--- src/design/qspi_pkg.sv ---
// Package for the quadrature speed PI controller: command and register
// codes, widths and the speed limit. No dependencies.
`timescale 1ns / 1ps
`default_nettype none

package qspi_pkg;

  // Command codes of an input word.
  localparam logic [1:0] CMD_SAMPLE = 2'd0;
  localparam logic [1:0] CMD_TICK   = 2'd1;
  localparam logic [1:0] CMD_TARGET = 2'd2;

  // Configuration register indexes.
  localparam logic CFG_GAIN_CURRENT  = 1'b0;
  localparam logic CFG_GAIN_PREVIOUS = 1'b1;

  // Field widths.
  localparam int CMD_W    = 2;
  localparam int LANES    = 4;
  localparam int COUNT_W  = 8;
  localparam int BYTE_W   = 8;
  localparam int TARGET_W = 9;
  localparam int ERR_W    = 8;
  localparam int GAIN_W   = 16;
  localparam int DRIVE_W  = 9;

  // Speed saturation limit and the width that holds +-SPEED_LIMIT.
  localparam int SPEED_LIMIT = 255;
  localparam int SPEED_W     = $clog2(SPEED_LIMIT + 1) + 1;

  // Width of the accumulated speed update before saturation.
  localparam int PROD_W = GAIN_W + ERR_W;
  localparam int SUM_W  = ((SPEED_W > PROD_W) ? SPEED_W : PROD_W) + 3;

  typedef logic signed [SPEED_W-1:0] speed_t;
  typedef logic signed [ERR_W-1:0]   err_t;
  typedef logic signed [TARGET_W-1:0] target_t;
  typedef logic [COUNT_W-1:0]         count_t;

  // Low bits of a speed, sign extended first when the speed is narrow.
  function automatic logic signed [DRIVE_W-1:0] to_drive(input speed_t s);
    logic signed [SPEED_W+DRIVE_W-1:0] ext;
    ext = (SPEED_W + DRIVE_W)'(s);
    return ext[DRIVE_W-1:0];
  endfunction

endpackage

`default_nettype wire

--- src/design/qspi_if.sv ---
// Valid/ready channel interfaces for the input and result words.
// Depends on qspi_pkg for field widths.
`timescale 1ns / 1ps
`default_nettype none

interface qspi_in_if;
  logic                                 valid;
  logic                                 ready;
  logic [qspi_pkg::CMD_W-1:0]           cmd;
  logic [qspi_pkg::LANES-1:0]           a_levels;
  logic [qspi_pkg::LANES-1:0]           b_levels;
  logic [qspi_pkg::BYTE_W-1:0]          left_target_byte;
  logic [qspi_pkg::BYTE_W-1:0]          right_target_byte;

  modport source (output valid, cmd, a_levels, b_levels, left_target_byte,
                  right_target_byte, input ready);
  modport sink   (input valid, cmd, a_levels, b_levels, left_target_byte,
                  right_target_byte, output ready);
endinterface

interface qspi_out_if;
  logic                                 valid;
  logic                                 ready;
  logic signed [qspi_pkg::DRIVE_W-1:0]  left_drive;
  logic signed [qspi_pkg::DRIVE_W-1:0]  right_drive;

  modport source (output valid, left_drive, right_drive, input ready);
  modport sink   (input valid, left_drive, right_drive, output ready);
endinterface

`default_nettype wire

--- src/design/qspi_side.sv ---
// Per-side PI arithmetic: error from target and two encoder counts, then
// the velocity-form speed update with saturation. Depends on qspi_pkg.
`timescale 1ns / 1ps
`default_nettype none

module qspi_side (
  input  wire logic signed [qspi_pkg::TARGET_W-1:0] target,
  input  wire qspi_pkg::count_t                     count1,
  input  wire qspi_pkg::count_t                     count2,
  input  wire qspi_pkg::speed_t                     speed,
  input  wire qspi_pkg::err_t                       prev_err,
  input  wire logic signed [qspi_pkg::GAIN_W-1:0]   gain_cur,
  input  wire logic signed [qspi_pkg::GAIN_W-1:0]   gain_prev,
  output qspi_pkg::err_t                            err,
  output qspi_pkg::speed_t                          speed_nxt
);

  localparam int DIFF_W = qspi_pkg::TARGET_W + 2;
  localparam logic signed [DIFF_W-1:0] ERR_MAX = DIFF_W'(127);
  localparam logic signed [DIFF_W-1:0] ERR_MIN = -DIFF_W'(128);
  localparam logic signed [qspi_pkg::SUM_W-1:0] LIM_POS =
    qspi_pkg::SUM_W'(qspi_pkg::SPEED_LIMIT);
  localparam logic signed [qspi_pkg::SUM_W-1:0] LIM_NEG = -LIM_POS;

  logic signed [DIFF_W-1:0]               diff;
  logic signed [DIFF_W-1:0]               half;
  logic signed [qspi_pkg::PROD_W-1:0]     prod_cur;
  logic signed [qspi_pkg::PROD_W-1:0]     prod_prev;
  logic signed [qspi_pkg::SUM_W-1:0]      acc;

  // Twice the target minus the count sum, halved toward zero.
  always_comb begin
    diff = (DIFF_W'(target) <<< 1)
         - DIFF_W'($signed(count1)) - DIFF_W'($signed(count2));
    half = (diff >>> 1) + $signed(DIFF_W'(diff[DIFF_W-1] & diff[0]));
    if (half > ERR_MAX) begin
      err = qspi_pkg::ERR_W'(ERR_MAX);
    end else if (half < ERR_MIN) begin
      err = qspi_pkg::ERR_W'(ERR_MIN);
    end else begin
      err = qspi_pkg::ERR_W'(half);
    end
  end

  // Speed plus both gain terms, clamped to the speed limit.
  always_comb begin
    prod_cur  = qspi_pkg::PROD_W'(gain_cur) * qspi_pkg::PROD_W'(err);
    prod_prev = qspi_pkg::PROD_W'(gain_prev) * qspi_pkg::PROD_W'(prev_err);
    acc = qspi_pkg::SUM_W'(speed) + qspi_pkg::SUM_W'(prod_cur)
        + qspi_pkg::SUM_W'(prod_prev);
    if (acc > LIM_POS) begin
      speed_nxt = qspi_pkg::SPEED_W'(LIM_POS);
    end else if (acc < LIM_NEG) begin
      speed_nxt = qspi_pkg::SPEED_W'(LIM_NEG);
    end else begin
      speed_nxt = qspi_pkg::SPEED_W'(acc);
    end
  end

endmodule

`default_nettype wire

--- src/design/quadrature_speed_pi_controller_top.sv ---
// Top level of the quadrature speed PI controller: input stage, encoder
// counters, control state and result register. Uses qspi_pkg, qspi_if, qspi_side.
// An accepted word is held in the input register, and its results then go to
// the result register.
// Throughput: one word per cycle; the input stage and the result register
// advance together whenever the result register is empty or being taken.
// Reset (synchronous, rst_n low): gains, counts, targets, errors and speeds
// go to zero, the A history to all ones, and both channels are emptied.
`timescale 1ns / 1ps
`default_nettype none

module quadrature_speed_pi_controller_top (
  input  wire logic                          clk,
  input  wire logic                          rst_n,
  qspi_in_if.sink                            in_ch,
  qspi_out_if.source                         out_ch,
  input  wire logic                          cfg_we,
  input  wire logic                          cfg_index,
  input  wire logic [qspi_pkg::GAIN_W-1:0]   cfg_data
);

  // Configuration registers.
  logic signed [qspi_pkg::GAIN_W-1:0] gain_cur_r;
  logic signed [qspi_pkg::GAIN_W-1:0] gain_prev_r;

  // Input stage.
  logic                               s1_valid_r;
  logic [qspi_pkg::CMD_W-1:0]         s1_cmd_r;
  logic [qspi_pkg::LANES-1:0]         s1_a_r;
  logic [qspi_pkg::LANES-1:0]         s1_b_r;
  logic [qspi_pkg::BYTE_W-1:0]        s1_lt_r;
  logic [qspi_pkg::BYTE_W-1:0]        s1_rt_r;

  // Control state.
  logic [qspi_pkg::LANES-1:0]         a_hist_r;
  qspi_pkg::count_t                   count_r [qspi_pkg::LANES];
  qspi_pkg::count_t                   count_nxt [qspi_pkg::LANES];
  qspi_pkg::target_t                  tgt_left_r;
  qspi_pkg::target_t                  tgt_right_r;
  qspi_pkg::err_t                     err_left_r;
  qspi_pkg::err_t                     err_right_r;
  qspi_pkg::speed_t                   speed_left_r;
  qspi_pkg::speed_t                   speed_right_r;
  qspi_pkg::speed_t                   speed_left_nxt;
  qspi_pkg::speed_t                   speed_right_nxt;

  // Result register.
  logic                               out_valid_r;
  logic signed [qspi_pkg::DRIVE_W-1:0] out_left_r;
  logic signed [qspi_pkg::DRIVE_W-1:0] out_right_r;

  logic                               advance;
  logic                               do_sample;
  logic                               do_tick;
  logic                               do_target;
  qspi_pkg::err_t                     err_left;
  qspi_pkg::err_t                     err_right;
  qspi_pkg::speed_t                   upd_left;
  qspi_pkg::speed_t                   upd_right;

  // Handshake: the stage moves when the result register can take a word.
  assign advance      = s1_valid_r && (!out_valid_r || out_ch.ready);
  assign in_ch.ready  = !s1_valid_r || advance;
  assign out_ch.valid = out_valid_r;
  assign out_ch.left_drive  = out_left_r;
  assign out_ch.right_drive = out_right_r;

  assign do_sample = advance && (s1_cmd_r == qspi_pkg::CMD_SAMPLE);
  assign do_tick   = advance && (s1_cmd_r == qspi_pkg::CMD_TICK);
  assign do_target = advance && (s1_cmd_r == qspi_pkg::CMD_TARGET);

  // Configuration writes.
  always_ff @(posedge clk) begin
    if (!rst_n) begin
      gain_cur_r  <= '0;
      gain_prev_r <= '0;
    end else if (cfg_we) begin
      unique case (cfg_index)
        qspi_pkg::CFG_GAIN_CURRENT:  gain_cur_r  <= cfg_data;
        qspi_pkg::CFG_GAIN_PREVIOUS: gain_prev_r <= cfg_data;
        default: ;
      endcase
    end
  end

  // Input register.
  always_ff @(posedge clk) begin
    if (!rst_n) begin
      s1_valid_r <= 1'b0;
    end else if (in_ch.ready) begin
      s1_valid_r <= in_ch.valid;
    end
  end

  always_ff @(posedge clk) begin
    if (in_ch.valid && in_ch.ready) begin
      s1_cmd_r <= in_ch.cmd;
      s1_a_r   <= in_ch.a_levels;
      s1_b_r   <= in_ch.b_levels;
      s1_lt_r  <= in_ch.left_target_byte;
      s1_rt_r  <= in_ch.right_target_byte;
    end
  end

  // Encoder counters: a changed A level steps its count by the A xor B sense.
  always_comb begin
    for (int i = 0; i < qspi_pkg::LANES; i++) begin
      if (do_tick) begin
        count_nxt[i] = '0;
      end else if (do_sample && (s1_a_r[i] ^ a_hist_r[i])) begin
        if (s1_a_r[i] ^ s1_b_r[i]) begin
          count_nxt[i] = count_r[i] + qspi_pkg::COUNT_W'(1);
        end else begin
          count_nxt[i] = count_r[i] - qspi_pkg::COUNT_W'(1);
        end
      end else begin
        count_nxt[i] = count_r[i];
      end
    end
  end

  always_ff @(posedge clk) begin
    if (!rst_n) begin
      a_hist_r <= '1;
      for (int i = 0; i < qspi_pkg::LANES; i++) begin
        count_r[i] <= '0;
      end
    end else begin
      if (do_sample) begin
        a_hist_r <= s1_a_r;
      end
      for (int i = 0; i < qspi_pkg::LANES; i++) begin
        count_r[i] <= count_nxt[i];
      end
    end
  end

  // PI update for each side.
  qspi_side u_side_left (
    .target    (tgt_left_r),
    .count1    (count_r[0]),
    .count2    (count_r[1]),
    .speed     (speed_left_r),
    .prev_err  (err_left_r),
    .gain_cur  (gain_cur_r),
    .gain_prev (gain_prev_r),
    .err       (err_left),
    .speed_nxt (upd_left)
  );

  qspi_side u_side_right (
    .target    (tgt_right_r),
    .count1    (count_r[2]),
    .count2    (count_r[3]),
    .speed     (speed_right_r),
    .prev_err  (err_right_r),
    .gain_cur  (gain_cur_r),
    .gain_prev (gain_prev_r),
    .err       (err_right),
    .speed_nxt (upd_right)
  );

  assign speed_left_nxt  = do_tick ? upd_left  : speed_left_r;
  assign speed_right_nxt = do_tick ? upd_right : speed_right_r;

  // Targets, previous errors and speeds.
  always_ff @(posedge clk) begin
    if (!rst_n) begin
      tgt_left_r    <= '0;
      tgt_right_r   <= '0;
      err_left_r    <= '0;
      err_right_r   <= '0;
      speed_left_r  <= '0;
      speed_right_r <= '0;
    end else begin
      if (do_target) begin
        tgt_left_r  <= -qspi_pkg::TARGET_W'($signed(s1_lt_r));
        tgt_right_r <= qspi_pkg::TARGET_W'($signed(s1_rt_r));
      end
      if (do_tick) begin
        err_left_r  <= err_left;
        err_right_r <= err_right;
      end
      speed_left_r  <= speed_left_nxt;
      speed_right_r <= speed_right_nxt;
    end
  end

  // Result register: speeds after the word.
  always_ff @(posedge clk) begin
    if (!rst_n) begin
      out_valid_r <= 1'b0;
    end else if (advance) begin
      out_valid_r <= 1'b1;
    end else if (out_ch.ready) begin
      out_valid_r <= 1'b0;
    end
  end

  always_ff @(posedge clk) begin
    if (advance) begin
      out_left_r  <= qspi_pkg::to_drive(speed_left_nxt);
      out_right_r <= qspi_pkg::to_drive(speed_right_nxt);
    end
  end

  // A tick leaves all four counts cleared.
  a_tick_clears: assert property (@(posedge clk) disable iff (!rst_n)
    do_tick |=> (count_r[0] == '0) && (count_r[1] == '0)
             && (count_r[2] == '0) && (count_r[3] == '0))
    else $error("counts not cleared after tick");

  // A sample word becomes the new A history.
  a_hist_follows: assert property (@(posedge clk) disable iff (!rst_n)
    do_sample |=> a_hist_r == $past(s1_a_r))
    else $error("A history not updated by sample");

  // Speeds stay within the limit.
  a_speed_range: assert property (@(posedge clk) disable iff (!rst_n)
    (speed_left_r <= qspi_pkg::SPEED_W'(qspi_pkg::SPEED_LIMIT))
    && (speed_left_r >= -qspi_pkg::SPEED_W'(qspi_pkg::SPEED_LIMIT))
    && (speed_right_r <= qspi_pkg::SPEED_W'(qspi_pkg::SPEED_LIMIT))
    && (speed_right_r >= -qspi_pkg::SPEED_W'(qspi_pkg::SPEED_LIMIT)))
    else $error("speed beyond limit");

  // Speeds change only on a tick.
  a_speed_hold: assert property (@(posedge clk) disable iff (!rst_n)
    !do_tick |=> $stable(speed_left_r) && $stable(speed_right_r))
    else $error("speed changed without tick");

  // A stalled result register keeps the stage from moving.
  a_stall_holds: assert property (@(posedge clk) disable iff (!rst_n)
    (out_valid_r && !out_ch.ready) |-> !advance)
    else $error("stage advanced into a full result register");

endmodule

`default_nettype wire
--- src/flat_wrapper.sv ---
// flat-port wrapper written by rule: the top's interface ports become plain ports
module quadrature_speed_pi_controller_top_flat 
  (clk, rst_n, cfg_we, cfg_index, cfg_data, in_ch_valid, in_ch_cmd, in_ch_a_levels, in_ch_b_levels, in_ch_left_target_byte, in_ch_right_target_byte, in_ch_ready, out_ch_valid, out_ch_left_drive, out_ch_right_drive, out_ch_ready);
  qspi_in_if in_ch_i ();
  qspi_out_if out_ch_i ();
  input  wire logic clk;
  input  wire logic rst_n;
  input  wire logic cfg_we;
  input  wire logic cfg_index;
  input  wire logic [qspi_pkg::GAIN_W-1:0] cfg_data;
  input wire logic [$bits(in_ch_i.valid)-1:0] in_ch_valid;
  input wire logic [$bits(in_ch_i.cmd)-1:0] in_ch_cmd;
  input wire logic [$bits(in_ch_i.a_levels)-1:0] in_ch_a_levels;
  input wire logic [$bits(in_ch_i.b_levels)-1:0] in_ch_b_levels;
  input wire logic [$bits(in_ch_i.left_target_byte)-1:0] in_ch_left_target_byte;
  input wire logic [$bits(in_ch_i.right_target_byte)-1:0] in_ch_right_target_byte;
  output wire logic [$bits(in_ch_i.ready)-1:0] in_ch_ready;
  output wire logic [$bits(out_ch_i.valid)-1:0] out_ch_valid;
  output wire logic [$bits(out_ch_i.left_drive)-1:0] out_ch_left_drive;
  output wire logic [$bits(out_ch_i.right_drive)-1:0] out_ch_right_drive;
  input wire logic [$bits(out_ch_i.ready)-1:0] out_ch_ready;
  assign in_ch_i.valid = in_ch_valid;
  assign in_ch_i.cmd = in_ch_cmd;
  assign in_ch_i.a_levels = in_ch_a_levels;
  assign in_ch_i.b_levels = in_ch_b_levels;
  assign in_ch_i.left_target_byte = in_ch_left_target_byte;
  assign in_ch_i.right_target_byte = in_ch_right_target_byte;
  assign in_ch_ready = in_ch_i.ready;
  assign out_ch_valid = out_ch_i.valid;
  assign out_ch_left_drive = out_ch_i.left_drive;
  assign out_ch_right_drive = out_ch_i.right_drive;
  assign out_ch_i.ready = out_ch_ready;
  quadrature_speed_pi_controller_top u_core (.clk(clk), .rst_n(rst_n), .in_ch(in_ch_i), .out_ch(out_ch_i), .cfg_we(cfg_we), .cfg_index(cfg_index), .cfg_data(cfg_data));
endmodule
--- config.mk ---
export PLATFORM = sky130hd
export DESIGN_NAME = quadrature_speed_pi_controller_top_flat
export DESIGN_NICKNAME = d
export VERILOG_FILES = /design/src/design/qspi_pkg.sv /design/src/design/qspi_if.sv /design/src/design/qspi_side.sv /design/src/design/quadrature_speed_pi_controller_top.sv /design/src/flat_wrapper.sv
export SDC_FILE = /design/constraint.sdc
export NUM_CORES = 2
export LEC_CHECK = 0
export BUFFER_PORTS_ARGS = -buffer_cell sky130_fd_sc_hd__clkbuf_2
export CORE_ASPECT_RATIO = 0.75
export CORE_MARGIN = 1.5
export CORE_UTILIZATION = 55
export CTS_CLUSTER_SIZE = 30
export DETAILED_ROUTE_END_ITERATION = 8
export GPL_TIMING_DRIVEN = 0
export PLACE_DENSITY = 0.71
export REMOVE_ABC_BUFFERS = 1
export SLEW_MARGIN = 20
export SYNTH_ARGS = -nofsm -noshare
export SYNTH_HDL_FRONTEND = slang
export SYNTH_SLANG_ARGS = --single-unit
--- constraint.sdc ---
create_clock -name clk -period 13.6 [get_ports clk]
set_input_delay 2.04 -clock clk [delete_from_list [all_inputs] [get_ports clk]]
set_output_delay 2.04 -clock clk [all_outputs]
set_load 0.05 [all_outputs]
==> reports/results.txt <==
Most frequent cells in the layout -> 732 x inv_1, 579 x fa_1, 380 x nand2_1
Post-CTS Hold Buffers -> 0
Outcome -> finished, final reports clean
Max-Cap Viols -> 0
Routed length per instance -> 16.3 um
# H-tree levels -> 4
Setup violations, final -> 0
Most common cell after layout, fill and taps aside -> inv_1
Clk sinks -> 165
Drt drc -> 0
EDFF count, synth -> 44
Slowest stage cell, crit path -> fa_1
Die Y -> 206 um
Clk slew on worst S/H paths -> 0.08 ns
Die span in x -> 274 um
Dpl hpwl -> 53300 um
Sequential fraction of the synthesis area -> 12.3%
Initial Utilization -> 55.7%
Total core area -> 54500 um2
Max-slew headroom -> 25.2%
Worst-margin pin slew -> 1.12 ns
Post-CTS setup buffer count -> 0
Crit path kind -> flip-flop to flip-flop
Synth Warn # -> 0
Via count -> 21800
CP endpoint -> u_core.out_ch.right_drive[7]$_DFFE_PP_
Vias per cell -> 5.35
Async SR Flop Fraction -> 0%
First-pass GRT wire length -> 113000 um
Min setup slack post-route -> 1.02 ns
Post-route setup TNS -> 0 ns
Num rows -> 74
Post-Syn Area -> 30400 um2
FF/Latch Area -> 3740 um2
Worst reg2reg startpoint -> u_core.tgt_right_r[1]$_SDFFE_PN0P_
Global route total overflow -> 0
Fmax -> 79.5 MHz
Vias in the first global route -> 22300
Placement Setup Slack -> 0.877 ns
RR Endpoint -> u_core.out_ch.right_drive[7]$_DFFE_PP_
Flops & latches, synth -> 165
Final Cycle Share -> 92.5%
Cells after synthesis -> 3362
Input/output buffers -> 67
Critical path startpoint category -> flip-flop
Pleak -> 0.0157 uW
Routed wire length -> 66400 um
CTS Root Buffer Type -> clkbuf_16
Crit path max fanout -> 16
Cell mode on critical path -> fa_1
Placer Congestion -> 0.844
First-pass DRT Iterations -> 5
Crit-path max cell delay -> 0.59 ns
Post-Place Cell Area -> 31100 um2
Share of cells above drive strength 1 -> 5.38%
Initial antenna violation count -> 9
IO Pins -> 68
DR iter-0 viols -> 1216
Power Density -> 182 nW/um2
P&R area growth vs syn -> 4.76%
Distinct cell type count after synthesis -> 101
WP data required -> 13.83 ns
Avg Inst Size Synth -> 9.03 um2
Final net count -> 4188
Worst VDD drop -> 0.000171 V
Multi-input gate area -> 23400 um2
Post-route ant nets -> 0
Worst r2r path cells -> 39
Crit path max-delay family -> adder cells
Worst path arrival time -> 12.81 ns
Pin count of the biggest net entering global routing -> 56
Final Hold Viols -> 0
Worst-Skew Late Latency -> 0.51 ns
Overall global routing resource usage -> 25.5%
CTS tree -> yes
Final Instance Area -> 31800 um2
Main synth FF type -> dfxtp_1
Die area -> 56600 um2
Critical Path End Type -> flip-flop
Hold WC Path Type -> flip-flop to flip-flop
Max Transition Viols Final -> 0
Critical path depth -> 39
Worst setup path startpoint -> u_core.tgt_right_r[1]$_SDFFE_PN0P_
Clock skew -> 0.0166 ns
FILL cells -> 4819
Buf/Inv on CP -> 4
RSZ-0062 raised after global routing -> no
Deepest clock path buffer count -> 2
Shortest period the worst path allows -> 12.58 ns
Flop-to-flop setup slack -> 1.02 ns
Total CTS buffers -> 17
[worst register-to-register path: cells and delay by family (launching register included)]
family	cells	cell delay, ns
AO/OA/AOI/OAI	14	3.62
buffers and inverters	4	0.19
multiplexers	1	0.40
adder cells (fa/ha/maj)	10	4.48
AND/OR/NAND/NOR	10	3.27
flip-flops	1	0.33
[layer usage]
layer	GRT usage [%]	share of wire, %	vias up
met5	0	0.080	-
met4	5.67	1.4	8
met3	6.38	7.5	67
met2	40.9	46	588
met1	35.0	46	10800
li1	-	-	10300
[state kept, by name, summed over array words and instances (netlist names), 2 cells and up]
register,cells
u_core.tgt_right_r,8
u_core.gain_cur_r,16
u_core.speed_left_r,9
u_core.err_left_r,8
u_core.gain_prev_r,16
u_core.err_right_r,8
u_core.s1_b_r,4
u_core.out_ch.right_drive,9
u_core.count_r,32
u_core.out_ch.left_drive,9
u_core.s1_rt_r,8
u_core.s1_cmd_r,2
u_core.tgt_left_r,9
u_core.a_hist_r,4
u_core.s1_lt_r,8
u_core.s1_a_r,4
u_core.speed_right_r,9
[cells by family after synthesis]
| family | Yosys count | share of synthesized area (%) |
|---|---|---|
| buffers and inverters | 858 | 10.8 |
| and+or+nand+nor | 971 | 15.8 |
| xor gates and xnor gates | 104 | 3.09 |
| AOI/OAI and AO/OA | 439 | 9.71 |
| DFF | 165 | 12.3 |
| adders and majority gates | 810 | 47.7 |
| muxes | 15 | 0.499 |
[report_power, final]
group	switching [uW]	leakage [uW]	internal (uW)
Clock	294	0.000313	261
Sequential	52.9	0.00141	531
Combinational	2870	0.0139	1780
Total	3220	0.0157	2570
[timing repair]
action                                 CTS  global route
setup endpoints to repair                0             7
gates resized for setup                  0             1
endpoints found under the hold margin    0             0
[how the worst min path moves through the flow]
stage                                       startpoint                                  to  slack (ns)  cells past startpoint
finish               u_core.tgt_left_r[5]$_SDFFE_PN0P_   u_core.tgt_left_r[5]$_SDFFE_PN0P_        0.46                      2
global route        u_core.tgt_right_r[5]$_SDFFE_PN0P_  u_core.tgt_right_r[5]$_SDFFE_PN0P_        0.48                      2
CTS                  u_core.tgt_left_r[4]$_SDFFE_PN0P_   u_core.tgt_left_r[4]$_SDFFE_PN0P_        0.46                      2
detailed placement   u_core.tgt_left_r[5]$_SDFFE_PN0P_   u_core.tgt_left_r[5]$_SDFFE_PN0P_        0.45                      2
global placement     u_core.tgt_left_r[5]$_SDFFE_PN0P_   u_core.tgt_left_r[5]$_SDFFE_PN0P_        0.44                      2
floorplan            u_core.tgt_left_r[4]$_SDFFE_PN0P_   u_core.tgt_left_r[4]$_SDFFE_PN0P_        0.43                      2
[through the flow]
| stage | instances | total power, uW | util (%) | hold WS [ns] |
|---|---|---|---|---|
| detailed placement | 4032 | 5180 | 57.1 | 0.450 |
| global placement | 4027 | 5110 | 57.0 | 0.443 |
| global route | 4067 | 6450 | 58.3 | 0.479 |
| floorplan | 3238 | 4080 | - | 0.432 |
| CTS | 4064 | 5760 | 58.3 | 0.462 |
| finish | 4071 | 5790 | 58.3 | 0.461 |
[final cells by class]
class | count | area share (%)
Multi-Input combinational cell | 2339 | 73.4
Clock buffer | 17 | 1.34
Inverter | 734 | 8.66
Antenna cell | 6 | 0.0472
Tap cell | 722 | 2.84
Clock inverter | 15 | 0.708
Timing Repair Buffer | 73 | 1.22
Sequential cell | 165 | 11.8
[Yosys cell counts (all sizes together), types with 29 or more instances]
| master | number | share of area, % |
|---|---|---|
| a21o | 36 | 0.90 |
| a21oi | 170 | 2.8 |
| and2 | 210 | 4.4 |
| buf | 29 | 0.60 |
| clkbuf | 95 | 1.2 |
| dfxtp | 121 | 8.0 |
| edfxtp | 44 | 4.4 |
| fa | 579 | 38 |
| ha | 231 | 9.5 |
| inv | 734 | 9.1 |
| nand2 | 387 | 4.8 |
| nand2b | 35 | 0.72 |
| nor2 | 142 | 1.8 |
| nor2b | 44 | 0.93 |
| o21ai | 70 | 1.3 |
| xnor2 | 62 | 1.8 |
| xor2 | 41 | 1.2 |
No activity file was read; power rests on OpenSTA's default activity.
